## src/design/lsbsd_pkg.sv

```systemverilog
// shared types and constants for the lsb steganography stream decoder
// used by lsbsd_core and lsb_stego_stream_decoder; no dependencies
package lsbsd_pkg;

    // decode phases of one carrier frame
    typedef enum logic [2:0]
    {
        PH_HEADER  = 3'd0,
        PH_MAGIC   = 3'd1,
        PH_EXTLEN  = 3'd2,
        PH_EXT     = 3'd3,
        PH_PAYLEN  = 3'd4,
        PH_PAYLOAD = 3'd5,
        PH_DONE    = 3'd6
    } phase_t;

    // result kinds carried on the output tuser
    typedef enum logic [2:0]
    {
        KIND_EXT       = 3'd0,
        KIND_PAYLOAD   = 3'd1,
        KIND_MAGIC_ERR = 3'd2,
        KIND_EXT_LONG  = 3'd3,
        KIND_EMPTY     = 3'd4
    } kind_t;

    // configuration register indexes
    localparam int unsigned CFG_IDX_W = 2;
    localparam logic [CFG_IDX_W-1:0] REG_HEADER_LENGTH = 2'd0;
    localparam logic [CFG_IDX_W-1:0] REG_MAGIC_FIRST   = 2'd1;
    localparam logic [CFG_IDX_W-1:0] REG_MAGIC_SECOND  = 2'd2;

    // configuration reset values
    localparam logic [7:0] HEADER_LENGTH_RST = 8'd54;
    localparam logic [7:0] MAGIC_FIRST_RST   = 8'd35;
    localparam logic [7:0] MAGIC_SECOND_RST  = 8'd42;

    // one decoded result
    typedef struct packed
    {
        logic [7:0] out_byte;
        kind_t      kind;
        logic       last;
    } result_t;

endpackage

```

## src/design/lsbsd_core.sv

```systemverilog
// frame decode state and per-byte next-state logic of the lsb stego decoder
// depends on lsbsd_pkg
module lsbsd_core #(
    parameter int unsigned MAX_EXTENSION = 9
) (
    input  logic              clk,
    input  logic              rst_n,
    input  logic              step,
    input  logic              image_bit,
    input  logic              frame_start,
    input  logic [7:0]        header_length,
    input  logic [7:0]        magic_first,
    input  logic [7:0]        magic_second,
    output logic              emit,
    output lsbsd_pkg::result_t result
);
    import lsbsd_pkg::*;

    phase_t      phase_reg,  phase_next;
    logic [7:0]  hc_reg,     hc_next;
    logic [4:0]  bc_reg,     bc_next;
    logic [31:0] sh_reg,     sh_next;
    logic        mi_reg,     mi_next;
    logic [30:0] items_reg,  items_next;

    // state as seen after an optional frame restart
    phase_t      phase_eff;
    logic [7:0]  hc_eff;
    logic [4:0]  bc_eff;
    logic [31:0] sh_eff;
    logic        mi_eff;
    logic [30:0] items_eff;

    phase_t      work_phase;
    logic        header_hold;
    logic [31:0] shift_new;
    logic [4:0]  bc_new;
    logic        done8;
    logic        done32;
    logic [30:0] len_val;
    logic        ext_long;
    logic [30:0] items_dec;
    logic        magic_ok;

    always_comb
    begin
        phase_eff = frame_start ? PH_HEADER : phase_reg;
        hc_eff    = frame_start ? 8'd0  : hc_reg;
        bc_eff    = frame_start ? 5'd0  : bc_reg;
        sh_eff    = frame_start ? 32'd0 : sh_reg;
        mi_eff    = frame_start ? 1'b0  : mi_reg;
        items_eff = frame_start ? 31'd0 : items_reg;
    end

    assign header_hold = (phase_eff == PH_HEADER) && (hc_eff < header_length);
    assign work_phase  = (phase_eff == PH_HEADER) ? PH_MAGIC : phase_eff;
    assign shift_new   = {sh_eff[30:0], image_bit};
    assign bc_new      = bc_eff + 5'd1;
    assign done8       = (bc_new == 5'd8);
    // 32 bits gathered wraps the 5-bit count back to zero
    assign done32      = (bc_new == 5'd0);
    // lengths with the top bit set count as zero
    assign len_val     = shift_new[31] ? 31'd0 : shift_new[30:0];
    assign ext_long    = (len_val > 31'(MAX_EXTENSION));
    assign items_dec   = (items_eff != 31'd0) ? (items_eff - 31'd1) : 31'd0;
    assign magic_ok    = (shift_new[7:0] == (mi_eff ? magic_second : magic_first));

    // next state
    always_comb
    begin
        phase_next = phase_eff;
        hc_next    = hc_eff;
        bc_next    = bc_eff;
        sh_next    = sh_eff;
        mi_next    = mi_eff;
        items_next = items_eff;
        if (header_hold)
        begin
            hc_next = hc_eff + 8'd1;
        end
        else
        begin
            phase_next = work_phase;
            unique case (work_phase)
                PH_MAGIC:
                begin
                    bc_next = done8 ? 5'd0 : bc_new;
                    sh_next = done8 ? 32'd0 : shift_new;
                    if (done8)
                    begin
                        if (!magic_ok)
                        begin
                            phase_next = PH_DONE;
                        end
                        else if (mi_eff)
                        begin
                            mi_next    = 1'b0;
                            phase_next = PH_EXTLEN;
                        end
                        else
                        begin
                            mi_next = 1'b1;
                        end
                    end
                end
                PH_EXTLEN:
                begin
                    bc_next = bc_new;
                    sh_next = done32 ? 32'd0 : shift_new;
                    if (done32)
                    begin
                        if (ext_long)
                        begin
                            phase_next = PH_DONE;
                        end
                        else
                        begin
                            items_next = len_val;
                            phase_next = (len_val != 31'd0) ? PH_EXT : PH_PAYLEN;
                        end
                    end
                end
                PH_EXT:
                begin
                    bc_next = done8 ? 5'd0 : bc_new;
                    sh_next = done8 ? 32'd0 : shift_new;
                    if (done8)
                    begin
                        items_next = items_dec;
                        if (items_dec == 31'd0)
                        begin
                            phase_next = PH_PAYLEN;
                        end
                    end
                end
                PH_PAYLEN:
                begin
                    bc_next = bc_new;
                    sh_next = done32 ? 32'd0 : shift_new;
                    if (done32)
                    begin
                        if (len_val == 31'd0)
                        begin
                            phase_next = PH_DONE;
                        end
                        else
                        begin
                            items_next = len_val;
                            phase_next = PH_PAYLOAD;
                        end
                    end
                end
                PH_PAYLOAD:
                begin
                    bc_next = done8 ? 5'd0 : bc_new;
                    sh_next = done8 ? 32'd0 : shift_new;
                    if (done8)
                    begin
                        items_next = items_dec;
                        if (items_dec == 31'd0)
                        begin
                            phase_next = PH_DONE;
                        end
                    end
                end
                default:
                begin
                    phase_next = PH_DONE;
                end
            endcase
        end
    end

    // result
    always_comb
    begin
        emit            = 1'b0;
        result.out_byte = 8'd0;
        result.kind     = KIND_EXT;
        result.last     = 1'b0;
        if (!header_hold)
        begin
            unique case (work_phase)
                PH_MAGIC:
                begin
                    emit        = done8 && !magic_ok;
                    result.kind = KIND_MAGIC_ERR;
                    result.last = 1'b1;
                end
                PH_EXTLEN:
                begin
                    emit        = done32 && ext_long;
                    result.kind = KIND_EXT_LONG;
                    result.last = 1'b1;
                end
                PH_EXT:
                begin
                    emit            = done8;
                    result.out_byte = shift_new[7:0];
                    result.kind     = KIND_EXT;
                end
                PH_PAYLEN:
                begin
                    emit        = done32 && (len_val == 31'd0);
                    result.kind = KIND_EMPTY;
                    result.last = 1'b1;
                end
                PH_PAYLOAD:
                begin
                    emit            = done8;
                    result.out_byte = shift_new[7:0];
                    result.kind     = KIND_PAYLOAD;
                    result.last     = (items_dec == 31'd0);
                end
                default:
                begin
                    emit = 1'b0;
                end
            endcase
        end
    end

    always_ff @(posedge clk or negedge rst_n)
    begin
        if (!rst_n)
        begin
            phase_reg <= PH_HEADER;
            hc_reg    <= 8'd0;
            bc_reg    <= 5'd0;
            sh_reg    <= 32'd0;
            mi_reg    <= 1'b0;
            items_reg <= 31'd0;
        end
        else if (step)
        begin
            phase_reg <= phase_next;
            hc_reg    <= hc_next;
            bc_reg    <= bc_next;
            sh_reg    <= sh_next;
            mi_reg    <= mi_next;
            items_reg <= items_next;
        end
    end

    // a finished frame stays finished until a restart
    a_done_sticky: assert property (@(posedge clk) disable iff (!rst_n)
        (phase_reg == PH_DONE) && !(step && frame_start) |=> (phase_reg == PH_DONE))
        else $error("decoder left the done phase without a frame restart");

    // byte phases never hold more than seven gathered bits
    a_byte_count: assert property (@(posedge clk) disable iff (!rst_n)
        (phase_reg == PH_MAGIC || phase_reg == PH_EXT || phase_reg == PH_PAYLOAD)
        |-> (bc_reg < 5'd8))
        else $error("bit count out of range in a byte phase");

    // error and empty results always close the frame
    a_error_last: assert property (@(posedge clk) disable iff (!rst_n)
        step && emit && (result.kind == KIND_MAGIC_ERR || result.kind == KIND_EXT_LONG
                         || result.kind == KIND_EMPTY)
        |=> (phase_reg == PH_DONE))
        else $error("terminating result did not end the frame");

endmodule

```

## src/design/lsb_stego_stream_decoder.sv

```systemverilog
// top level of the lsb steganography stream decoder: stream ports, config
// registers, input stage and output stage; depends on lsbsd_pkg, lsbsd_core
//
// usage
//   s_axis carries one carrier image byte per request in tdata; only bit 0
//   holds hidden data. tuser set marks the first byte of a new image and
//   restarts decode. m_axis carries one decoded result per request: tdata is
//   the decoded byte, tuser the result kind, tlast closes the record (final
//   payload byte, magic mismatch, overlong extension or empty payload).
//   cfg_we/cfg_index/cfg_data write header_length, magic_first and
//   magic_second; write them only while the block is idle.
// pipeline and throughput
//   a request taken on s_axis goes through the input register, the decode
//   logic and the output register to m_axis; one request per cycle is
//   sustained while m_axis is not held, set by the single input and output registers.
// reset
//   rst_n clears both stages and restarts decode at the header skip; the
//   registers return to 54, 35 and 42.
// stall
//   while m_axis is held, the output register keeps its result and one more
//   request may wait in the input register; s_axis_tready then drops.
module lsb_stego_stream_decoder #(
    parameter int unsigned MAX_EXTENSION = 9
) (
    input  logic                               clk,
    input  logic                               rst_n,
    // input stream
    input  logic                               s_axis_tvalid,
    output logic                               s_axis_tready,
    input  logic [7:0]                         s_axis_tdata,  // [7:0] image_byte
    input  logic                               s_axis_tuser,  // [0] frame_start
    // result stream
    output logic                               m_axis_tvalid,
    input  logic                               m_axis_tready,
    output logic [7:0]                         m_axis_tdata,  // [7:0] out_byte
    output logic [2:0]                         m_axis_tuser,  // [2:0] kind
    output logic                               m_axis_tlast,  // last
    // configuration write port
    input  logic                               cfg_we,
    input  logic [lsbsd_pkg::CFG_IDX_W-1:0]    cfg_index,
    input  logic [7:0]                         cfg_data
);
    import lsbsd_pkg::*;

    // configuration registers
    logic [7:0] header_length_reg;
    logic [7:0] magic_first_reg;
    logic [7:0] magic_second_reg;

    // input stage: only the data bit and the restart flag are needed
    logic    in_valid_reg;
    logic    in_bit_reg;
    logic    in_start_reg;

    // output stage
    logic    out_valid_reg;
    result_t out_result_reg;

    logic    out_free;
    logic    advance;
    logic    core_emit;
    result_t core_result;

    always_ff @(posedge clk or negedge rst_n)
    begin
        if (!rst_n)
        begin
            header_length_reg <= HEADER_LENGTH_RST;
            magic_first_reg   <= MAGIC_FIRST_RST;
            magic_second_reg  <= MAGIC_SECOND_RST;
        end
        else if (cfg_we)
        begin
            unique case (cfg_index)
                REG_HEADER_LENGTH: header_length_reg <= cfg_data;
                REG_MAGIC_FIRST:   magic_first_reg   <= cfg_data;
                REG_MAGIC_SECOND:  magic_second_reg  <= cfg_data;
                default:           ;  // unmapped index, write dropped
            endcase
        end
    end

    // output register can take a new result when empty or being drained
    assign out_free      = !out_valid_reg || m_axis_tready;
    // the buffered input moves through decode whenever the output can take it
    assign advance       = in_valid_reg && out_free;
    assign s_axis_tready = !in_valid_reg || out_free;

    always_ff @(posedge clk or negedge rst_n)
    begin
        if (!rst_n)
        begin
            in_valid_reg <= 1'b0;
        end
        else if (s_axis_tready)
        begin
            in_valid_reg <= s_axis_tvalid;
        end
    end

    always_ff @(posedge clk)
    begin
        if (s_axis_tvalid && s_axis_tready)
        begin
            in_bit_reg   <= s_axis_tdata[0];
            in_start_reg <= s_axis_tuser;
        end
    end

    lsbsd_core #(
        .MAX_EXTENSION (MAX_EXTENSION)
    ) u_core (
        .clk           (clk),
        .rst_n         (rst_n),
        .step          (advance),
        .image_bit     (in_bit_reg),
        .frame_start   (in_start_reg),
        .header_length (header_length_reg),
        .magic_first   (magic_first_reg),
        .magic_second  (magic_second_reg),
        .emit          (core_emit),
        .result        (core_result)
    );

    // items that produce no result simply leave the output stage empty
    always_ff @(posedge clk or negedge rst_n)
    begin
        if (!rst_n)
        begin
            out_valid_reg <= 1'b0;
        end
        else if (out_free)
        begin
            out_valid_reg <= advance && core_emit;
        end
    end

    always_ff @(posedge clk)
    begin
        if (advance && core_emit)
        begin
            out_result_reg <= core_result;
        end
    end

    assign m_axis_tvalid = out_valid_reg;
    assign m_axis_tdata  = out_result_reg.out_byte;
    assign m_axis_tuser  = out_result_reg.kind;
    assign m_axis_tlast  = out_result_reg.last;

endmodule

```

## config.mk

```make
export PLATFORM = sky130hd
export DESIGN_NAME = lsb_stego_stream_decoder
export DESIGN_NICKNAME = d
export VERILOG_FILES = /design/src/design/lsbsd_pkg.sv /design/src/design/lsbsd_core.sv /design/src/design/lsb_stego_stream_decoder.sv
export SDC_FILE = /design/constraint.sdc
export NUM_CORES = 1
export LEC_CHECK = 0
export ABC_CLOCK_PERIOD_IN_PS = 5000
export CORE_MARGIN = 2
export CORE_UTILIZATION = 60
export CTS_CLUSTER_SIZE = 10
export DETAILED_ROUTE_END_ITERATION = 6
export DONT_BUFFER_PORTS = 1
export GPL_ROUTABILITY_DRIVEN = 1
export PLACE_DENSITY = 0.81
export SKIP_CTS_REPAIR_TIMING = 1
export SYNTH_ARGS = -nofsm -noshare
export SYNTH_HDL_FRONTEND = slang
export SYNTH_SLANG_ARGS = --single-unit
```

## constraint.sdc

```tcl
create_clock -name clk -period 5 [get_ports clk]
set_input_delay 0 -clock clk [delete_from_list [all_inputs] [get_ports clk]]
set_output_delay 0 -clock clk [all_outputs]
set_load 0.05 [all_outputs]
```

**Word level (Yosys, flattened, before mapping)**

Index checks and enable logic that the tools add are counted.

- Memory bits (writable): 0
- Output and inout bits: 14
- Memories: 0
- Latch bits: 0
- Input port bits: 24
- Register bits after elaboration: 120
- Bits in read-only memories: 0

- Multipliers: 0
- $add $sub $neg: 3
- Mux-type cells: 48
- Div/mod/pow operators: 0
- $lt $le $gt $ge: 2
- Bitwise operators: 1
- Reduce and logical (&&, ||, !) cells: 27
- Equality and inequality tests: 9
- Shifts and indexed selects: 0

Operator list:

| cell | number |
|---|---|
| $mux W31 | 9 |
| $mux W32 | 4 |
| $pmux W31 S3 | 1 |
| $pmux W32 S2 | 1 |
| $logic_not A31 Y1 | 2 |
| $reduce_bool A31 Y1 | 2 |
| $mux W3 | 14 |
| $gt A31 B4 Y1 const B | 1 |
| $sub A31 B1 Y31 const B | 1 |
| $mux W8 | 3 |
| $mux W5 | 3 |
| $pmux W3 S5 | 1 |
| $pmux W3 S4 | 1 |
| $pmux W5 S2 | 1 |
| $add A8 B1 Y8 const B | 1 |
| $eq A8 B8 Y1 | 1 |
| $lt A8 B8 Y1 | 1 |
| $logic_and A1 B1 Y1 | 7 |
| $mux W1 | 7 |
| $eq A3 B2 Y1 const B | 2 |
| $eq A3 B3 Y1 const B | 2 |
| $reduce_and A2 Y1 | 3 |
| $reduce_or A2 Y1 | 3 |
| $reduce_or A3 Y1 | 2 |
| 14 further kinds | 17 |

**Depth between registers and ports, before layout**

- Word-level depth: 8
- Mapped depth: 17
- Gate-level depth less buffers: 11

**Modules after synthesis**

Synthesis repeated with hierarchy kept, for this count alone.

- Cell total of the unflattened synthesis: 908
- Area, all modules: 7,981.4 µm²

By module, submodules not included:

| module | cells each | times used | area an instance (µm²) |
|---|---|---|---|
| lsbsd_core | 833 | 1 | 6,540.0 |
| lsb_stego_stream_decoder | 75 | 1 | 1,441.4 |

**Worst setup path before layout**

Ideal clock, no wire load.

- Path type: register to register
- Start: reg in_start_reg
- End: reg out_result_reg (netlist bit m_axis_tdata[0]) (enable)
- Path slack: 0.929 ns
- Required time: 4.614 ns
- Path buffers: 6
- Cell stages (with the launch flop): 16
- Arrival: 3.686 ns
- Clock period less this slack: 4.071 ns
- Path through: edfxtp_1 -> buf_4 -> buf_2 -> buf_1 -> buf_1 -> clkbuf_1 -> buf_1 -> nor2b_1 -> ha_1 -> o21ai_0 -> a21boi_0 -> o21a_1 -> o21a_1 -> o21ai_1 -> nand3b_1 -> a21oi_1

- Cells in the longest elaborated chain, start to end: 8

RTL lines:

| what | line | source |
|---|---|---|
| start: declaration | lsb_stego_stream_decoder.sv:53 | `logic in_start_reg;` |
| start signal: assignment | lsb_stego_stream_decoder.sv:106 | `in_start_reg <= s_axis_tuser;` |
| parallel branches: the longest is 6 deep, another holds $gt A31 B4 Y1 | -- |  |
| $mux W1 (*) | lsbsd_core.sv:181 | `if (!header_hold)` |
| $logic_and A1 B1 Y1 (*) | lsb_stego_stream_decoder.sv:140 | `if (advance && core_emit)` |
| end signal: assignment | lsb_stego_stream_decoder.sv:142 | `out_result_reg <= core_result;` |
| end: declaration | lsb_stego_stream_decoder.sv:57 | `result_t out_result_reg;` |

Mark *: on every way between the ends.
A chain may end at the register's enable or synchronous reset.

**Final worst setup path**

- Start: reg in_start_reg
- End: reg u_core.phase_reg[2]

- Cells in the longest elaborated chain, start to end: 8

RTL lines:

| what | line | source |
|---|---|---|
| $mux W31, or another cell as far along | lsbsd_core.sv:52 | `items_eff = frame_start ? 31'd0 : items_reg;` |
| $sub A31 B1 Y31, or another cell as far along | lsbsd_core.sv:65 | `assign items_dec = (items_eff != 31'd0) ? (items_eff - 31'd1) : 31'd0;` |
| $mux W31, or another cell as far along | lsbsd_core.sv:65 |  |
| $logic_not A31 Y1, or another cell as far along | lsbsd_core.sv:130, lsbsd_core.sv:160 |  |
| $mux W3 (on tied branches) (2 in series) | -- |  |
| $pmux W3 S5 | lsbsd_core.sv:84 | `unique case (work_phase)` |
| $mux W3 (*) | lsbsd_core.sv:77 | `if (header_hold)` |
| end signal: assignment | lsbsd_core.sv:236 | `phase_reg <= phase_next;` |
| end: declaration | lsbsd_core.sv:19 | `phase_t phase_reg, phase_next;` |

Every way passes the cells marked *; elsewhere a longest branch is shown, timed or not.

==> summary.md <==
| Metric | Value |
|---|---|
| Worst skew pair latency | `0.43 ns` |
| Top_reg_cell synth | `dfrtp_1` |
| Logic pwr share | `15.0%` |
| Num CTS Buffers | `17` |
| CTS sink count | `119` |
| Clock Power Share | `45.7%` |
| Worst hold endpoint | `header_length_reg[4]$_DFFE_PN1P_` |
| Post-synth net total | `806` |
| Most frequent cells in the layout | `dfrtp_1 (95), nand2_1 (86), o21ai_0 (53), nor2_1 (47)` |
| FMAX | `255 MHz` |
| Hold path start | `cfg_we` |
| Internal | `2.09 mW` |
| Switch share | `27.5%` |
| Commonest non-fill, non-tap cell in the layout | `dfrtp_1` |
| Cell Count, Final, Fillers Out | `936` |
| Worst reg2reg path startpoint | `in_start_reg$_DFFE_PP_` |
| Synthesis-stage register bit count | `119` |
| Outcome | `finished clean` |
| CTS tree | `yes` |
| ANT cells | `0` |
| Final hold violations | `0` |
| Critical Path Start Type | `flip-flop` |
| CP required | `5.34 ns` |
| Worst Path Max Fanout | `63` |
| Vias | `6460` |
| Core area | `11900 sq um` |
| Antenna violations before repair | `0` |
| Vias in the first global route | `6079` |
| Fin nets | `812` |
| Yosys top cell area share | `32.8%` |
| I/O pin count | `38` |
| Worst reg2reg endpoint | `u_core.phase_reg[2]$_DFFE_PN0P_` |
| Rel. slew slack | `40.2%` |
| Slew @ Worst Pin | `0.894 ns` |
| Synthesis-to-layout area growth | `13.4%` |
| Mapped Cells | `770` |
| Synthesized cell area | `7260 sq um` |
| Area of the multi-input gates | `3890 sq um` |
| WL final | `20600 um` |
| DRT antenna net count | `0` |
| Synth area leaders | `dfrtp_1 (33%), edfxtp_1 (5.8%), nand2_1 (4.4%), a22o_1 (4.3%), o21ai_0 (3.7%)` |
| Crit path capture type | `flip-flop` |
| RSZ-0062 raised after global routing | `false` |
| Overflow after GRT | `0` |
| Worst reg2reg path depth | `10` |
| Max cap viols | `0` |
| PD cells | `350 nW/um^2` |
| Critical Path AT | `4.26 ns` |
| Vias per cell | `6.90` |
| Worst hold path cell count | `4` |
| Overall routing resource usage | `32.4%` |
| Routability cong. | `0.973` |
| Clock buffer depth | `2` |
| Ys async rst share | `88.2%` |
| DP HPWL | `13500 um` |
| Post-route clock period utilization | `78.4%` |
| Crit Path Class | `flip-flop to flip-flop` |
| H-tree depth | `4` |
| Reg clk slew, reported paths | `0.06 ns` |
| Reg area | `3060 sq um` |
| Port bufs | `0` |
| Placed insts | `880` |
| Placement Rows | `40` |
| Pwr Total | `2.88 mW` |
| First-pass GRT wire length | `32400 um` |
| Leak | `3.54 nW` |
| Sequential-to-total area share from yosys stat | `42.2%` |
| Worst hold path type | `input pin to flip-flop` |
| Net Sw Power | `0.792 mW` |
| Initial Utilization | `60.9%` |
| Full die area | `13000 sq um` |
| DP Worst Slack | `1.33 ns` |
| Worst vdd ir | `0.000259 V` |
| Fillers | `891` |
| Final worst slack | `1.08 ns` |
| Largest net degree at the start of global routing | `106` |
| Synth area leader | `dfrtp_1` |
| Reg power frac | `39.3%` |
| Sum Neg Setup Slack | `0 ns` |
| Max-slew violation count | `0` |
| Share of cells above drive strength 1 | `13.2%` |
| # setup viols final | `0` |
| WL/cell | `22.1 um` |
| Period minus WS final | `3.92 ns` |
| Starting DRC count in detailed routing | `887` |
| Chip height | `114 um` |
| 1st-pass router iterations | `6` |
| Post-synth EDFFs | `14` |
| Clk root buf | `clkbuf_16` |
| Reg-to-reg setup timing slack | `1.08 ns` |
| Drc violations | `0` |
| Synth unique cells | `90` |
| Mean post-synth cell area | `9.43 sq um` |
| Die Wd | `114 um` |
| Clk_skew | `0.00996 ns` |
| Ys Warns | `0` |
[power groups by stage]
stage	sequential (mW)	clock, mW	combinational (mW)
after detailed placement	1.14	0	0.376
after global placement	1.14	0	0.360
after global routing	1.14	1.38	0.469
final	1.13	1.32	0.432
after CTS	1.13	1.33	0.382
after floorplan	1.10	0	0.308
[logic make-up after synthesis]
| kind of cell | Yosys count | share of synthesized area [%] |
|---|---|---|
| XOR/XNOR | 27 | 3.26 |
| multiplexers | 27 | 4.02 |
| AO/OA/AOI/OAI | 221 | 21.9 |
| flip-flops | 119 | 42.2 |
| adder cells (fa/ha/maj) | 12 | 2.07 |
| AND/OR/NAND/NOR | 289 | 22.1 |
| buffers and inverters | 75 | 4.43 |
[worst max-delay path, stage by stage, from the launching register on]
cell and delay [ns]:
edfxtp_1 0.35, buf_4 0.59, o21bai_2 0.36, o211ai_4 0.21
o311ai_1 0.55, nand4_1 0.17, nor4_1 0.37, nand4_1 0.23
o32ai_2 0.50, nand2_1 0.18, a211oi_2 0.26
[Yosys cell counts (all sizes together), types with 17 or more instances]
cell / number
dfrtp: 95
nand2: 87
o21ai: 58
nor2: 47
a21oi: 36
a22o: 36
clkbuf: 31
nor4: 27
inv: 23
buf: 20
nor2b: 19
mux2: 17
nand3: 17
[per-layer routing]
| metal | GRT usage, % | wire length [um] | vias to the layer above |
|---|---|---|---|
| met4 | 14.9 | 672 | 0 |
| li1 | - | - | 2881 |
| met2 | 47.9 | 9470 | 382 |
| met1 | 45.4 | 8650 | 3143 |
| met5 | 0 | 0 | - |
| met3 | 7.65 | 1850 | 54 |
[cell type report]
cell class,instances,area share [%]
clock buffer,21,5.72
clock inverter,11,2.04
inverter,24,1.09
multi-input combinational,576,47.3
sequential,119,37.2
tap,147,2.24
timing repair buffer,38,4.41
[worst max path at each step]
stage | startpoint | cells past startpoint | endpoint
floorplan | in_start_reg$_DFFE_PP_ | 15 | m_axis_tdata[0]$_SDFFCE_PP0P_
global placement | in_start_reg$_DFFE_PP_ | 10 | u_core.phase_reg[1]$_DFFE_PN0P_
detailed placement | in_start_reg$_DFFE_PP_ | 10 | u_core.phase_reg[2]$_DFFE_PN0P_
CTS | in_start_reg$_DFFE_PP_ | 11 | u_core.items_reg[5]$_DFFE_PN0P_
global route | in_start_reg$_DFFE_PP_ | 10 | u_core.phase_reg[2]$_DFFE_PN0P_
finish | in_start_reg$_DFFE_PP_ | 10 | u_core.phase_reg[2]$_DFFE_PN0P_
[metrics by stage]
step / hold slack [ns] / cell area, sq um / util, %
final: 0.0273 / 8230 / 69.1
after global routing: 0.0698 / 8230 / 69.1
after global placement: -0.292 / 7330 / 61.6
after detailed placement: -0.292 / 7330 / 61.6
after floorplan: -0.296 / 7260 / -
after CTS: -0.743 / 7970 / 66.9
(Power assumes the default switching activity.)
